`src/rtl/core/ract_pkg.sv`:
```
package ract_pkg;

  localparam int ANGLE_STEPS  = 4096;
  localparam int COLUMN_COUNT = 256;
  localparam int ANGLE_W      = $clog2(ANGLE_STEPS);
  localparam int COLUMN_W     = $clog2(COLUMN_COUNT);
  localparam int TIME_W       = 48;
  localparam int ACC_W        = TIME_W + 1;
  localparam int UNIT_W       = TIME_W + 2;
  localparam int SPEED_W      = 12;
  localparam int INTERVAL_W   = 32;
  localparam int DRIFT_SHIFT  = 5;
  localparam int CNT_W        = $clog2(ACC_W);
  localparam int MUL_IDX_W    = $clog2(ANGLE_W);
  localparam int CFG_INDEX_W  = 2;
  localparam int CFG_DATA_W   = 32;

  localparam logic [CFG_INDEX_W-1:0] REG_DRIFT_STEP     = 2'd0;
  localparam logic [CFG_INDEX_W-1:0] REG_DRIFT_INTERVAL = 2'd1;

  typedef enum logic [1:0] {
    REQ_PULSE  = 2'd0,
    REQ_TICK   = 2'd1,
    REQ_CLEAR  = 2'd2,
    REQ_UNUSED = 2'd3
  } req_kind_t;

  typedef struct packed {
    logic [1:0]        req_type;
    logic [TIME_W-1:0] timestamp;
  } req_t;

  typedef struct packed {
    logic [ANGLE_W-1:0]  angle;
    logic [COLUMN_W-1:0] column;
    logic [COLUMN_W-1:0] opposite_column;
    logic                column_changed;
    logic                valid_res;
  } res_t;

  typedef enum logic [3:0] {
    OP_NONE  = 4'd0,
    OP_LOAD  = 4'd1,
    OP_CLEAR = 4'd2,
    OP_PULSE = 4'd3,
    OP_DIFF  = 4'd4,
    OP_DRIFT = 4'd5,
    OP_MUL   = 4'd6,
    OP_ADD   = 4'd7,
    OP_REM   = 4'd8,
    OP_FRAC  = 4'd9,
    OP_DONE  = 4'd10
  } op_t;

  typedef struct packed {
    op_t                  op;
    logic [MUL_IDX_W-1:0] mul_idx;
  } ctrl_t;

  typedef struct packed {
    logic td_zero;
  } stat_t;

endpackage

```
`src/rtl/core/ract_seq.sv`:
```
module ract_seq (
  input  logic            clk,
  input  logic            rst,
  input  logic            req_valid,
  input  logic [1:0]      req_kind,
  output logic            req_stall,
  input  logic            res_busy,
  input  ract_pkg::stat_t stat,
  output ract_pkg::ctrl_t ctrl
);

  typedef enum logic [7:0] {
    S_IDLE  = 8'b0000_0001,
    S_DIFF  = 8'b0000_0010,
    S_DRIFT = 8'b0000_0100,
    S_MUL   = 8'b0000_1000,
    S_ADD   = 8'b0001_0000,
    S_REM   = 8'b0010_0000,
    S_FRAC  = 8'b0100_0000,
    S_DONE  = 8'b1000_0000
  } state_t;

  state_t                       state, state_next;
  logic [ract_pkg::CNT_W-1:0]   cnt, cnt_next;
  logic                         is_pulse, is_pulse_next;

  always_ff @(posedge clk) begin
    if (rst) begin
      state    <= S_IDLE;
      cnt      <= '0;
      is_pulse <= 1'b0;
    end else begin
      state    <= state_next;
      cnt      <= cnt_next;
      is_pulse <= is_pulse_next;
    end
  end

  assign req_stall = (state != S_IDLE);

  always_comb begin
    state_next    = state;
    cnt_next      = cnt;
    is_pulse_next = is_pulse;
    ctrl.op       = ract_pkg::OP_NONE;
    ctrl.mul_idx  = cnt[ract_pkg::MUL_IDX_W-1:0];
    unique case (state)
      S_IDLE: begin
        if (req_valid) begin
          unique case (ract_pkg::req_kind_t'(req_kind))
            ract_pkg::REQ_PULSE: begin
              ctrl.op       = ract_pkg::OP_LOAD;
              is_pulse_next = 1'b1;
              state_next    = S_DIFF;
            end
            ract_pkg::REQ_TICK: begin
              ctrl.op       = ract_pkg::OP_LOAD;
              is_pulse_next = 1'b0;
              state_next    = S_DIFF;
            end
            ract_pkg::REQ_CLEAR: begin
              ctrl.op = ract_pkg::OP_CLEAR;
            end
            ract_pkg::REQ_UNUSED: begin
              ctrl.op = ract_pkg::OP_NONE;
            end
            default: begin
              ctrl.op = ract_pkg::OP_NONE;
            end
          endcase
        end
      end
      S_DIFF: begin
        ctrl.op    = is_pulse ? ract_pkg::OP_PULSE : ract_pkg::OP_DIFF;
        state_next = is_pulse ? S_IDLE : S_DRIFT;
      end
      S_DRIFT: begin
        ctrl.op    = ract_pkg::OP_DRIFT;
        cnt_next   = '0;
        state_next = stat.td_zero ? S_DONE : S_MUL;
      end
      S_MUL: begin
        ctrl.op = ract_pkg::OP_MUL;
        if (cnt == ract_pkg::CNT_W'(ract_pkg::ANGLE_W - 1)) begin
          cnt_next   = '0;
          state_next = S_ADD;
        end else begin
          cnt_next = cnt + 1'b1;
        end
      end
      S_ADD: begin
        ctrl.op    = ract_pkg::OP_ADD;
        cnt_next   = '0;
        state_next = S_REM;
      end
      S_REM: begin
        ctrl.op = ract_pkg::OP_REM;
        if (cnt == ract_pkg::CNT_W'(ract_pkg::ACC_W - 1)) begin
          cnt_next   = '0;
          state_next = S_FRAC;
        end else begin
          cnt_next = cnt + 1'b1;
        end
      end
      S_FRAC: begin
        ctrl.op = ract_pkg::OP_FRAC;
        if (cnt == ract_pkg::CNT_W'(ract_pkg::ANGLE_W - 1)) begin
          cnt_next   = '0;
          state_next = S_DONE;
        end else begin
          cnt_next = cnt + 1'b1;
        end
      end
      S_DONE: begin
        if (!res_busy) begin
          ctrl.op    = ract_pkg::OP_DONE;
          state_next = S_IDLE;
        end
      end
      default: begin
        state_next = S_IDLE;
      end
    endcase
  end

endmodule

```
`src/rtl/core/ract_dp.sv`:
```
module ract_dp (
  input  logic                                clk,
  input  logic                                rst,
  input  ract_pkg::ctrl_t                     ctrl,
  input  logic [ract_pkg::TIME_W-1:0]         req_time,
  input  logic                                cfg_write,
  input  logic [ract_pkg::CFG_INDEX_W-1:0]    cfg_index,
  input  logic [ract_pkg::CFG_DATA_W-1:0]     cfg_data,
  output ract_pkg::stat_t                     stat,
  output ract_pkg::res_t                      result
);

  logic [ract_pkg::SPEED_W-1:0]    drift_step;
  logic [ract_pkg::INTERVAL_W-1:0] drift_interval;

  logic [ract_pkg::TIME_W-1:0]     last_pulse_time;
  logic [ract_pkg::TIME_W-1:0]     turn_duration;
  logic [ract_pkg::ANGLE_W-1:0]    drift_offset;
  logic [ract_pkg::TIME_W-1:0]     last_drift_time;
  logic [ract_pkg::COLUMN_W:0]     previous_column;

  logic [ract_pkg::TIME_W-1:0]     now;
  logic [ract_pkg::TIME_W-1:0]     diff;
  logic [ract_pkg::ACC_W-1:0]      acc;
  logic [ract_pkg::TIME_W-1:0]     rem;
  logic [ract_pkg::ANGLE_W-1:0]    quot;

  logic [ract_pkg::UNIT_W-1:0]     unit_a, unit_b;
  logic                            unit_sub;
  logic [ract_pkg::UNIT_W:0]       unit_sum;
  logic                            unit_ge;

  logic [ract_pkg::ACC_W-1:0]      drift_due;
  logic [ract_pkg::COLUMN_W-1:0]   col;

  // shared add / subtract unit
  always_comb begin
    unit_a   = '0;
    unit_b   = '0;
    unit_sub = 1'b0;
    unique case (ctrl.op)
      ract_pkg::OP_PULSE, ract_pkg::OP_DIFF: begin
        unit_a   = {2'b00, now};
        unit_b   = {2'b00, last_pulse_time};
        unit_sub = 1'b1;
      end
      ract_pkg::OP_MUL: begin
        unit_a = {1'b0, acc};
        unit_b = drift_offset[ctrl.mul_idx] ? {2'b00, turn_duration} : '0;
      end
      ract_pkg::OP_ADD: begin
        unit_a = {1'b0, acc};
        unit_b = {2'b00, diff};
      end
      ract_pkg::OP_REM: begin
        unit_a   = {1'b0, rem, acc[ract_pkg::ACC_W-1]};
        unit_b   = {2'b00, turn_duration};
        unit_sub = 1'b1;
      end
      ract_pkg::OP_FRAC: begin
        unit_a   = {1'b0, rem, 1'b0};
        unit_b   = {2'b00, turn_duration};
        unit_sub = 1'b1;
      end
      default: begin
        unit_sub = 1'b0;
      end
    endcase
  end

  assign unit_sum = {1'b0, unit_a} + ({1'b0, unit_b} ^ {(ract_pkg::UNIT_W + 1){unit_sub}})
                  + (ract_pkg::UNIT_W + 1)'(unit_sub);
  assign unit_ge  = ~unit_sum[ract_pkg::UNIT_W];

  assign drift_due = {1'b0, last_drift_time}
                   + ract_pkg::ACC_W'(drift_interval >> ract_pkg::DRIFT_SHIFT);

  always_ff @(posedge clk) begin
    if (rst) begin
      drift_step     <= '0;
      drift_interval <= '0;
    end else if (cfg_write) begin
      if (cfg_index == ract_pkg::REG_DRIFT_STEP) begin
        drift_step <= cfg_data[ract_pkg::SPEED_W-1:0];
      end else if (cfg_index == ract_pkg::REG_DRIFT_INTERVAL) begin
        drift_interval <= cfg_data[ract_pkg::INTERVAL_W-1:0];
      end
    end
  end

  always_ff @(posedge clk) begin
    if (rst) begin
      last_pulse_time <= '0;
      turn_duration   <= '0;
      drift_offset    <= '0;
      last_drift_time <= '0;
      previous_column <= '1;
    end else begin
      unique case (ctrl.op)
        ract_pkg::OP_CLEAR: begin
          drift_offset <= '0;
        end
        ract_pkg::OP_PULSE: begin
          turn_duration   <= unit_sum[ract_pkg::TIME_W-1:0];
          last_pulse_time <= now;
        end
        ract_pkg::OP_DRIFT: begin
          if ({1'b0, now} > drift_due) begin
            drift_offset    <= drift_offset + drift_step;
            last_drift_time <= now;
          end
        end
        ract_pkg::OP_DONE: begin
          if (!stat.td_zero) begin
            previous_column <= {1'b0, col};
          end
        end
        default: begin
          previous_column <= previous_column;
        end
      endcase
    end
  end

  // working registers of the shared unit
  always_ff @(posedge clk) begin
    unique case (ctrl.op)
      ract_pkg::OP_LOAD: begin
        now <= req_time;
      end
      ract_pkg::OP_DIFF: begin
        diff <= unit_sum[ract_pkg::TIME_W-1:0];
      end
      ract_pkg::OP_DRIFT: begin
        acc <= '0;
      end
      ract_pkg::OP_MUL: begin
        acc <= unit_sum[ract_pkg::ACC_W:1];
      end
      ract_pkg::OP_ADD: begin
        acc <= unit_sum[ract_pkg::ACC_W-1:0];
        rem <= '0;
      end
      ract_pkg::OP_REM: begin
        rem <= unit_ge ? unit_sum[ract_pkg::TIME_W-1:0] : unit_a[ract_pkg::TIME_W-1:0];
        acc <= {acc[ract_pkg::ACC_W-2:0], 1'b0};
      end
      ract_pkg::OP_FRAC: begin
        rem  <= unit_ge ? unit_sum[ract_pkg::TIME_W-1:0] : unit_a[ract_pkg::TIME_W-1:0];
        quot <= {quot[ract_pkg::ANGLE_W-2:0], unit_ge};
      end
      default: begin
        now <= now;
      end
    endcase
  end

  assign stat.td_zero = (turn_duration == '0);

  assign col = quot[ract_pkg::ANGLE_W-1 -: ract_pkg::COLUMN_W];

  always_comb begin
    if (stat.td_zero) begin
      result = '0;
    end else begin
      result.angle           = quot;
      result.column          = col;
      result.opposite_column = col + ract_pkg::COLUMN_W'(ract_pkg::COLUMN_COUNT / 2);
      result.column_changed  = ({1'b0, col} != previous_column);
      result.valid_res       = 1'b1;
    end
  end

endmodule

```
`src/rtl/core/rotation_angle_column_tracker.sv`:
```
// Angle and column tracker for a spinning LED bar. A pulse request records the
// length of the revolution that just ended; a clear request zeroes the drift
// offset; a tick request applies the drift step when it is due, then returns
// angle, column, opposite column, a column-changed flag and valid_res. For a
// tick, one 50-bit add/subtract unit does the drift-to-time multiply (one bit
// of the offset per cycle), the reduction modulo the turn length (one bit per
// cycle) and the fraction of the turn, plus accept, difference, drift, add and
// result steps; the result step waits while an earlier result is stalled.
// Before a nonzero revolution length is known a tick skips the arithmetic and
// returns all zeros. Requests are taken while a result still waits in the
// output register; configuration writes are always ready.
module rotation_angle_column_tracker (
  input  logic                             clk,
  input  logic                             rst,
  input  logic                             req_valid,
  output logic                             req_stall,
  input  ract_pkg::req_t                   req_data,
  output logic                             res_valid,
  input  logic                             res_stall,
  output ract_pkg::res_t                   res_data,
  input  logic                             cfg_valid,
  output logic                             cfg_ready,
  input  logic [ract_pkg::CFG_INDEX_W-1:0] cfg_index,
  input  logic [ract_pkg::CFG_DATA_W-1:0]  cfg_data
);

  ract_pkg::ctrl_t ctrl;
  ract_pkg::stat_t stat;
  ract_pkg::res_t  result;
  logic            res_busy;

  assign cfg_ready = 1'b1;
  assign res_busy  = res_valid && res_stall;

  ract_seq u_seq (
    .clk       (clk),
    .rst       (rst),
    .req_valid (req_valid),
    .req_kind  (req_data.req_type),
    .req_stall (req_stall),
    .res_busy  (res_busy),
    .stat      (stat),
    .ctrl      (ctrl)
  );

  ract_dp u_dp (
    .clk       (clk),
    .rst       (rst),
    .ctrl      (ctrl),
    .req_time  (req_data.timestamp),
    .cfg_write (cfg_valid && cfg_ready),
    .cfg_index (cfg_index),
    .cfg_data  (cfg_data),
    .stat      (stat),
    .result    (result)
  );

  always_ff @(posedge clk) begin
    if (rst) begin
      res_valid <= 1'b0;
    end else if (ctrl.op == ract_pkg::OP_DONE) begin
      res_valid <= 1'b1;
    end else if (!res_stall) begin
      res_valid <= 1'b0;
    end
  end

  always_ff @(posedge clk) begin
    if (ctrl.op == ract_pkg::OP_DONE) begin
      res_data <= result;
    end
  end

endmodule

```
`config.mk`:
```
export PLATFORM = sky130hd
export DESIGN_NAME = rotation_angle_column_tracker
export DESIGN_NICKNAME = d
export VERILOG_FILES = /design/src/rtl/core/ract_pkg.sv /design/src/rtl/core/ract_seq.sv /design/src/rtl/core/ract_dp.sv /design/src/rtl/core/rotation_angle_column_tracker.sv
export SDC_FILE = /design/constraint.sdc
export NUM_CORES = 1
export LEC_CHECK = 0
export BUFFER_PORTS_ARGS = -buffer_cell sky130_fd_sc_hd__clkbuf_2
export CELL_PAD_IN_SITES_DETAIL_PLACEMENT = 1
export CELL_PAD_IN_SITES_GLOBAL_PLACEMENT = 2
export CORE_UTILIZATION = 35
export DETAILED_ROUTE_END_ITERATION = 10
export PLACE_DENSITY = 0.79
export SYNTH_ARGS = -nofsm -noshare
export SYNTH_HDL_FRONTEND = slang
export SYNTH_SLANG_ARGS = --single-unit
```
`constraint.sdc`:
```
create_clock -name clk -period 6.7 [get_ports clk]
set_input_delay 0 -clock clk [delete_from_list [all_inputs] [get_ports clk]]
set_output_delay 0 -clock clk [all_outputs]
set_load 0.03 [all_outputs]
```
== Yosys cells after proc, flatten, opt, wreduce, memory -nomap -nowiden ==
Index checks and enable logic that the tools add are counted.

* Output and inout bits: 33
* Input port bits: 89
* Register bits: 460

* Multiplexer cells: 32
* Bitwise logic cells: 4
* $lt $le $gt $ge: 2
* Add/subtract/negate cells: 6
* Eq/ne operators: 34
* Reductions and logical operators: 23

{| class="wikitable"
|+ Operators by type and width
! operator !! count
|-
| $pmux W49 S4 || 2
|-
| $pmux W50 S4 || 1
|-
| $mux W48 || 2
|-
| $pmux W48 S2 || 1
|-
| $pmux W8 S8 || 1
|-
| $mux W8 || 7
|-
| $add A49 B51 Y51 || 1
|-
| $add A51 B1 Y51 || 1
|-
| $xor A50 B51 Y51 || 1
|-
| $add A48 B27 Y49 || 1
|-
| $gt A48 B49 Y1 || 1
|-
| $logic_not A48 Y1 || 1
|-
| $pmux W4 S8 || 1
|-
| $pmux W12 S2 || 1
|-
| $pmux W6 S3 || 1
|-
| $eq A4 B3 Y1 const B || 4
|-
| $add A12 B12 Y12 || 1
|-
| $eq A4 B4 Y1 const B || 3
|-
| $mux W12 || 1
|-
| $mux W6 || 2
|-
| $pmux W4 S3 || 1
|-
| $reduce_or A2 Y1 || 6
|-
| $ne A2 B1 Y1 const B || 5
|-
| $ne A8 B9 Y1 || 1
|-
| other kinds (34) || 54
|}

== Longest topological paths before layout ==
Gate-level depths: netlist of the first run.

* Word-level depth: 13
* Gate-level depth with buffers: 25
* Mapped depth without buffers: 23

== By module ==
From an unflattened synthesis of the first run, not the netlist that was laid out.

* Cells, all modules: 2821
* Area total of the unflattened synthesis: 25826.0 µm²

{| class="wikitable"
|+ By module, submodules not included
! module !! times used !! cells an instance !! area each (µm²) !! sequential area each (µm²)
|-
| ract_dp || 1 || 2651 || 23780.3 || 10239.8
|-
| ract_seq || 1 || 134 || 1084.8 || 300.3
|-
| rotation_angle_column_tracker || 1 || 36 || 960.9 || 920.9
|}

== Worst setup path after synthesis of the first run ==
No wires, ideal clock.

* Path kind: reg-to-reg
* Start: register u_seq.state[4]
* End: register u_dp.rem[41] in the netlist's numbering (data pin)
* Data arrival time: 5055 ps
* Path buffers: 4
* Stages on the path, launching flop included: 21
* Setup slack: 1369 ps
* Setup time: 276 ps
* Cells stage by stage: dfxtp_1 -> clkbuf_1 -> nor4_1 -> nand3_1 -> o21ai_0 -> clkbuf_1 -> clkbuf_1 -> nand2_1 -> nand2_1 -> o21ai_0 -> fa_1 -> a21oi_1 -> o21ai_0 -> a211oi_1 -> o21ai_1 -> o21a_1 -> o21ai_1 -> a21boi_0 -> o21ai_1 -> clkbuf_1 -> a211oi_1

* Cells in the longest elaborated chain, start to end: 10
* Elaborated cells between the ends (all ways): 27
* Those cells by class: 2 x add/sub; 14 x eq/ne; 6 x mux; 1 x bitwise; 4 x reduce/logical

{| class="wikitable"
|+ Ends and longest elaborated chain
! element !! RTL line !! RTL
|-
| from (decl) || ract_seq.sv:23 || <nowiki>state_t state, state_next;</nowiki>
|-
| from (signal assigned) || ract_seq.sv:33 || <nowiki>state <= state_next;</nowiki>
|-
| $eq A8 B8 Y1 (tied with other cells) || ract_seq.sv:47 || <nowiki>unique case (state)</nowiki>
|-
| $pmux W4 S8 * || ract_seq.sv:47 ||
|-
| $eq A4 B4 Y1 (tied with other cells) || ract_dp.sv:41, ract_dp.sv:127 ||
|-
| $reduce_or A2 Y1 (no source line) (tied with other cells) || n/a ||
|-
| $pmux W50 S4 or $mux W1 (tied branches) || ract_dp.sv:41 || <nowiki>unique case (ctrl.op)</nowiki>
|-
| $xor A50 B51 Y51 || ract_dp.sv:71 || <nowiki>assign unit_sum = {1'b0, unit_a} + ({1'b0, unit_b} ^ {(ract_pkg::UNIT_W + 1){unit_sub}})</nowiki>
|-
| $add A49 B51 Y51 || ract_dp.sv:71 ||
|-
| $add A51 B1 Y51 || ract_dp.sv:72 || <nowiki>+ (ract_pkg::UNIT_W + 1)'(unit_sub);</nowiki>
|-
| $mux W48 || ract_dp.sv:145, ract_dp.sv:149 ||
|-
| $pmux W48 S2 * || ract_dp.sv:127 || <nowiki>unique case (ctrl.op)</nowiki>
|-
| to (signal assigned) || ract_dp.sv:145 || <nowiki>rem <= unit_ge ? unit_sum[ract_pkg::TIME_W-1:0] : unit_a[ract_pkg::TIME_W-1:0];</nowiki>
|-
| to (signal assigned) || ract_dp.sv:149 || <nowiki>rem <= unit_ge ? unit_sum[ract_pkg::TIME_W-1:0] : unit_a[ract_pkg::TIME_W-1:0];</nowiki>
|-
| to (decl) || ract_dp.sv:25 || <nowiki>logic [ract_pkg::TIME_W-1:0] rem;</nowiki>
|}

Mark *: on every way between the ends. The rest lies on a longest branch, timed or not.
A chain may end at the register's enable or synchronous reset.

== Worst setup path in the final report of the first run ==
* Start: register u_dp.last_drift_time[1] in the netlist's numbering
* End: register u_dp.last_drift_time[5] in the netlist's numbering

* Cells in the longest elaborated chain, start to end: 3

{| class="wikitable"
|+ Ends and longest elaborated chain
! element !! RTL line !! RTL
|-
| from (decl) || ract_dp.sv:19 || <nowiki>logic [ract_pkg::TIME_W-1:0] last_drift_time;</nowiki>
|-
| from (signal assigned) || ract_dp.sv:110 || <nowiki>last_drift_time <= now;</nowiki>
|-
| $add A48 B27 Y49 || ract_dp.sv:76 || <nowiki>+ ract_pkg::ACC_W'(drift_interval >> ract_pkg::DRIFT_SHIFT);</nowiki>
|-
| $gt A48 B49 Y1 || ract_dp.sv:108 || <nowiki>if ({1'b0, now} > drift_due) begin</nowiki>
|-
| $reduce_and A2 Y1 (no source line) || n/a ||
|}

Every way passes these cells.

==> results of run 1 <==
[routing by layer]
layer  up-vias  GRT usage  routed length (um)
met5         -          0                   0
met1     11400      0.317               39600
li1      10500          -                   -
met2       684      0.427               45100
met4         0     0.0766                2800
met3       160     0.0425                5870
[flip-flops by register name, indices dropped and copies added, names as in the netlist, 8 cells and up]
signal and cells:
u_dp.drift_step 12, u_dp.previous_column 9, u_dp.diff 48, u_dp.now 48, u_dp.quot 12, u_dp.acc 49
u_dp.drift_interval 27, res_data 15, u_dp.drift_offset 12, u_dp.last_drift_time 48, u_dp.turn_duration 48, u_dp.last_pulse_time 48
u_seq.state 8, u_dp.rem 48
[cell type report]
type                       instances  area, um2
tap                              950       1190
fill                            8258      41800
multi-input combinational       2128      13500
clock inverter                    36        374
timing repair buffer             279       2120
inverter                          71        267
sequential                       440      11000
antenna                            1       2.50
clock buffer                      60       1440
[where the power goes]
group / switching (W) / total (W) / internal [W]
clock network: 0.00125 / 0.00305 / 0.00180
logic: 0.000406 / 0.000635 / 0.000229
registers: 0.0000824 / 0.00296 / 0.00288
[cells in the mapped netlist, drive strengths merged, types with 16 or more instances]
master / instances / area (um2)
a211oi: 48 / 370
a21o: 69 / 518
a21oi: 247 / 1270
a22oi: 107 / 803
and3: 32 / 200
buf: 27 / 174
clkbuf: 158 / 593
dfxtp: 220 / 4400
edfxtp: 220 / 6610
ha: 137 / 1710
inv: 71 / 267
mux2i: 65 / 651
nand2: 501 / 1880
nand2b: 104 / 651
nand3: 36 / 180
nand4: 43 / 269
nor2: 170 / 641
nor2b: 31 / 194
nor3: 39 / 195
nor4: 26 / 169
o211ai: 34 / 255
o21a: 18 / 135
o21ai: 118 / 602
o21bai: 16 / 120
or3: 16 / 100
xnor2: 63 / 597
xor2: 43 / 384
[critical path, stage by stage (launching register included)]
cell	delay, ps
dfxtp_1	410
ha_1	270
a21o_1	180
a21oi_1	230
o21bai_1	150
a2111oi_1	610
o21a_1	240
o221ai_1	300
a2111oi_2	750
nor3_1	240
xnor2_1	180
ha_1	310
nand4_1	110
nor3_1	260
nand3_1	140
a31o_2	240
o211ai_1	140
a21oi_1	120
or2_2	460
nor2_4	190
buf_4	300
mux2i_1	250
[logic make-up (layout without fill, tap and decap cells)]
kind of cell / count (synthesis) / in the layout / synth area share
XOR/XNOR: 106 / 106 / 0.0386
multiplexers: 67 / 67 / 0.0274
adder cells (fa/ha/maj): 140 / 140 / 0.0698
other: 1 / 2 / 0.000148
buffers and inverters: 256 / 446 / 0.0407
AO/OA/AOI/OAI: 761 / 761 / 0.197
AND/OR/NAND/NOR: 1053 / 1053 / 0.193
flip-flops: 440 / 440 / 0.433
[final timing paths]
kind,start,to,slack (ps)
worst max-delay path,u_dp.last_drift_time[1]$_SDFFE_PP0P_,u_dp.last_drift_time[5]$_SDFFE_PP0P_,520
worst min-delay path,req_data[38],u_dp.now[38]$_DFFE_PN_,100
worst max register to register,u_dp.last_drift_time[1]$_SDFFE_PP0P_,u_dp.last_drift_time[5]$_SDFFE_PP0P_,520
worst min register to register,u_dp.quot[3]$_DFFE_PN_,u_dp.quot[4]$_DFFE_PN_,430
[through the flow]
stage          area [um2]  hold slack (ps)   util  power, W  std cells
2_1_floorplan       25400             95.7      -   0.00334       2824
3_3_place_gp        27000              178  0.376   0.00357       3760
3_5_place_dp        27000              179  0.376   0.00359       3760
4_1_cts             29800             74.2  0.417   0.00667       3964
5_1_grt             29900              107  0.417   0.00683       3965
6_report            29900             97.4  0.417   0.00665       3965
[what timing repair did]
item	in CTS	in global routing
endpoints found under the setup margin	0	45
hold endpoints to repair	102	0
hold buffers	108	0
resized for setup	0	2
==> impl_metrics.csv, run 1 <==
group,metric,value,unit
drt,drt_wl_total,93400,um
global_route,grt_pass1_wl,142000,um
logic_synthesis,syn_inst,2824,
timing,min_period,6180,ps
worst_setup_path,crit_required,7230,ps
clocking,cts_sinks,440,
placement,place.gp.congestion,0.925,
logic_synthesis,ys_types,83,
floorplanning,initial_utilization,0.355,
clocking,cts_max_level,2,
drt,drt.antenna.violating_nets,0,
layout,final_common_cell,"nand2_1",
timing,fmax,0.162,GHz
worst_setup_path,critPathCaptureType,"flop",
global_route,grt_max_degree,179,
logic_synthesis,yosysSeqAreaShare,0.433,
timing,skew,24.7,ps
global_route,first_global_vias,23700,
timing,relSlewSlack,0.240,
pwr,leakagePower,11.6,nW
clocking,cts-root-buf,"clkbuf_16",
worst_setup_path,crit_fanout,18,
timing,rsz0062_at_grt,"false",
logic_synthesis,syn-mean-instance-area,9.00,um2
floorplanning,ioPinCount,122,
drt,dr_total_vias,22800,
global_route,antenna_found_initial,1,
timing,period_share,0.923,
logic_synthesis,synth-warning-count,0,
layout,mostFrequentLayoutCells,"499 x nand2_1, 242 x a21oi_1, 220 x edfxtp_1, 220 x dfxtp_1, 168 x nor2_1",
floorplanning,die-area,73700,um2
logic_synthesis,async_reset_ff_frac,0,
logic_synthesis,ys_ff_latch,440,
timing,maxSlewViolCount,0,
layout,nNetsFinal,3200,
placement,port_buffers,120,
worst_setup_path,start_kind,"flop",
drt,drt_iter0_drc,1817,
placement,pre_cts_ws,207,ps
global_route,grt-ovfl-total,0,
logic_synthesis,synth_edf_count,220,
pwr,ir_drop,180,uV
timing,finalSetupViolCount,0,
logic_synthesis,syn_area,25400,um2
timing,setup_ws,516,ps
timing,hold_viol,0,
worst_setup_path,rr_worst_depth,21,
timing,tns,0,ps
clocking,cts_setup_buffers,0,
logic_synthesis,ys.flop_type,"edfxtp_1",
clocking,worstSkewPairLatency,620,ps
logic_synthesis,syn_nets,3053,
clocking,cts_tree,"done",
layout,drive_above_1_share,0.105,
drt,post_drt_wl_per_cell,23.6,um
pwr,powerDensity,223,nW/um2
floorplanning,row_count,98,
drt,viasPerCell,5.75,
clocking,numCtsBuffers,51,
floorplanning,die_w,271,um
global_route,grt_usage,0.249,
worst_hold_path,hold_path_depth,2,
drt,drc,0,
worst_setup_path,critPathKind,"reg -> reg",
placement,hpwlAfterDp,63900,um
clocking,clock_path_buffers,3,
drt,drt-pass1-iter-count,6,
floorplanning,core-area,71600,um2
worst_setup_path,crit_arrival,6710,ps
timing,worstMarginPinSlew,1140,ps
clocking,clk_pin_slew,60,ps
layout,area_growth,17.5,%
status,status,"finished clean",
worst_hold_path,hp-class,"in -> reg",
floorplanning,fp.dieH,271,um
job,maxCapViolCount,0,
No activity file was read; power rests on OpenSTA's default activity.
==> inputs of run 2 (changes only) <==
--- a/config.mk
+++ b/config.mk
@@ -5,12 +5,14 @@
 export SDC_FILE = /design/constraint.sdc
 export NUM_CORES = 1
 export LEC_CHECK = 0
+export ABC_CLOCK_PERIOD_IN_PS = 6700
 export BUFFER_PORTS_ARGS = -buffer_cell sky130_fd_sc_hd__clkbuf_2
 export CELL_PAD_IN_SITES_DETAIL_PLACEMENT = 1
 export CELL_PAD_IN_SITES_GLOBAL_PLACEMENT = 2
+export CORE_MARGIN = 2
 export CORE_UTILIZATION = 35
 export DETAILED_ROUTE_END_ITERATION = 10
-export PLACE_DENSITY = 0.79
+export PLACE_DENSITY_LB_ADDON = 0.1
 export SYNTH_ARGS = -nofsm -noshare
 export SYNTH_HDL_FRONTEND = slang
 export SYNTH_SLANG_ARGS = --single-unit
==> run 2 against run 1 <==
  * Largest cell class unchanged
  * Final cell count about the same
  * Combinational power about the same
  * Critical path type unchanged
  * Clock-buffer cell count rose by 24
  * Setup slack better by 100 ps
==> impl_metrics.csv, run 2 (same netlist as run 1, synthesis figures left out) <==
group,metric,value,unit
global_route,grt-ovfl-total,0,
timing,setup_ws,619,ps
worst_setup_path,start_kind,"flop",
clocking,clk_pin_slew,60,ps
placement,pre_cts_ws,43.4,ps
drt,drt.antenna.violating_nets,0,
timing,tns,0,ps
worst_hold_path,hp-class,"in -> reg",
global_route,grt_max_degree,108,
worst_hold_path,min-delay-start,"req_data[43]",
timing,rsz0062_at_grt,"false",
pwr,leakagePower,11.6,nW
pwr,powerDensity,224,nW/um2
layout,nNetsFinal,3194,
floorplanning,fp.dieH,273,um
drt,dr_total_vias,22400,
worst_setup_path,critPathKind,"reg -> reg",
timing,skew,20.0,ps
worst_setup_path,critPathSlowestCell,"a2111oi_2",
global_route,grt_pass1_wl,145000,um
floorplanning,initial_utilization,0.354,
drt,post_drt_wl_per_cell,24.3,um
clocking,numCtsBuffers,55,
clocking,cts_tree,"done",
layout,largest_reg_flops,49,
timing,min_period,6080,ps
floorplanning,row_count,98,
pwr,ir_drop,215,uV
worst_setup_path,max_stage_delay,740,ps
timing,worstMarginPinSlew,1170,ps
clocking,clock_path_buffers,3,
global_route,grt_usage,0.254,
clocking,worstSkewPairLatency,630,ps
layout,area_growth,17.3,%
layout,largest-register,"u_dp.acc",
clocking,cts_sinks,440,
drt,drt_iter0_drc,1727,
floorplanning,ioPinCount,122,
status,status,"finished clean",
floorplanning,die-area,74800,um2
floorplanning,core-area,71700,um2
worst_setup_path,crit_required,7250,ps
layout,stdcell_count,3963,
placement,place.gp.congestion,0.847,
drt,drt-pass1-iter-count,6,
worst_setup_path,rr_startpoint,"u_dp.last_drift_time[1]$_SDFFE_PP0P_",
placement,port_buffers,120,
worst_setup_path,crit_path_cell_trace,"ha_1 -> a21o_1 -> a21oi_1 -> o21bai_1 -> a2111oi_2 -> o21a_1 -> o221ai_1 -> a2111oi_2 -> nor3_1 -> xnor2_1 -> ha_1 -> nand4_1 -> nor3_1 -> nand3_1 -> a31o_2 -> o211ai_1 -> a21oi_1 -> or2_2 -> nor2_4 -> buf_4 -> mux2i_1",
job,maxCapViolCount,0,
timing,maxSlewViolCount,0,
timing,hold_viol,0,
worst_setup_path,cp-startpoint,"u_dp.last_drift_time[1]$_SDFFE_PP0P_",
worst_setup_path,critPathCaptureType,"flop",
layout,drive_above_1_share,0.106,
timing,finalSetupViolCount,0,
global_route,grt_use_met1,0.354,
timing,relSlewSlack,0.216,
placement,hpwlAfterDp,66100,um
global_route,grt.busiest_layer,"met2",
worst_setup_path,crit_arrival,6630,ps
global_route,antenna_found_initial,3,
clocking,cts_max_level,2,
worst_setup_path,r2r_setup_slack,620,ps
worst_setup_path,crit_fanout,29,
floorplanning,die_w,273,um
layout,mostFrequentLayoutCells,"499 x nand2_1, 242 x a21oi_1, 220 x edfxtp_1, 220 x dfxtp_1, 168 x nor2_1",
drt,drc,0,
drt,viasPerCell,5.65,
timing,period_share,0.908,
drt,drt_wl_total,96300,um
timing,fmax,0.164,GHz
global_route,groute.layer.met2.usage,0.416,
layout,final_common_cell,"nand2_1",
global_route,first_global_vias,23400,
global_route,met3_usage,0.0321,
clocking,cts_setup_buffers,0,
clocking,cts-root-buf,"clkbuf_16",
placement,dp_cells,3765,
-- run 2: cell types whose count changed in the layout (fill, tap and decap cells not counted) --
cell,change
dlygate4sd3_1,-15
a2111oi_0,-1
clkbuf_16,+5
buf_4,+5
clkinv_1,-3
clkinvlp_4,-2
a2111oi_2,+1
clkinv_2,-6
clkbuf_1,+16
clkbuf_8,+3
bufinv_16,-4
inv_6,-1
-- run 2: timing repair --
action / in CTS / in global routing
gates resized for setup: 0 / 4
endpoints found under the hold margin: 128 / 0
hold buffers: 93 / 0
setup endpoints to repair: 0 / 60
-- run 2: per-layer routing --
metal	wire length, um	share of wire
met2	44200	0.46
met4	2410	0.025
met3	4490	0.047
met5	0	0
met1	45200	0.47
-- run 2: area by class of cell --
cell class,count,area (um2)
clock inverters,20,189
multi-input cells,2128,13500
flip-flops and latches,440,11000
fillers,8178,41900
well taps,950,1190
diodes,1,2.50
clock buffers,84,1660
repair buffers,269,2010
inverters,71,267
-- run 2: worst paths after layout --
check / to / cells past startpoint
hold / removal: u_dp.now[43]$_DFFE_PN_ / 2
hold reg to reg: u_dp.quot[4]$_DFFE_PN_ / 0
setup reg to reg: u_dp.last_drift_time[19]$_SDFFE_PP0P_ / 21
setup / recovery: u_dp.last_drift_time[19]$_SDFFE_PP0P_ / 21
-- run 2: where the power goes --
| group | internal, W | leakage [nW] | switching [W] |
|---|---|---|---|
| registers | 0.00288 | 3.86 | 0.0000800 |
| clock network | 0.00182 | 0.901 | 0.00127 |
| logic | 0.000229 | 6.81 | 0.000407 |
| total | 0.00493 | 11.6 | 0.00176 |
-- run 2: worst max-delay path, delay by kind of cell, from the launching register on --
family	cells	cell delay, ps
flops	1	390
buf+inv	1	460
fa+ha+maj	2	570
xor+xnor	1	180
mux	1	260
simple gates	6	1310
compound gates	10	2810
-- run 2: through the flow --
step                      hold WS [ps]  area [um2]  utilization  total power [W]
after global routing              71.0       29800        0.415          0.00691
after floorplan                   95.7       25400            -          0.00334
final                             90.6       29800        0.415          0.00669
after CTS                         51.2       29800        0.415          0.00675
after detailed placement           179       27000        0.376          0.00360
after global placement             179       27000        0.376          0.00359
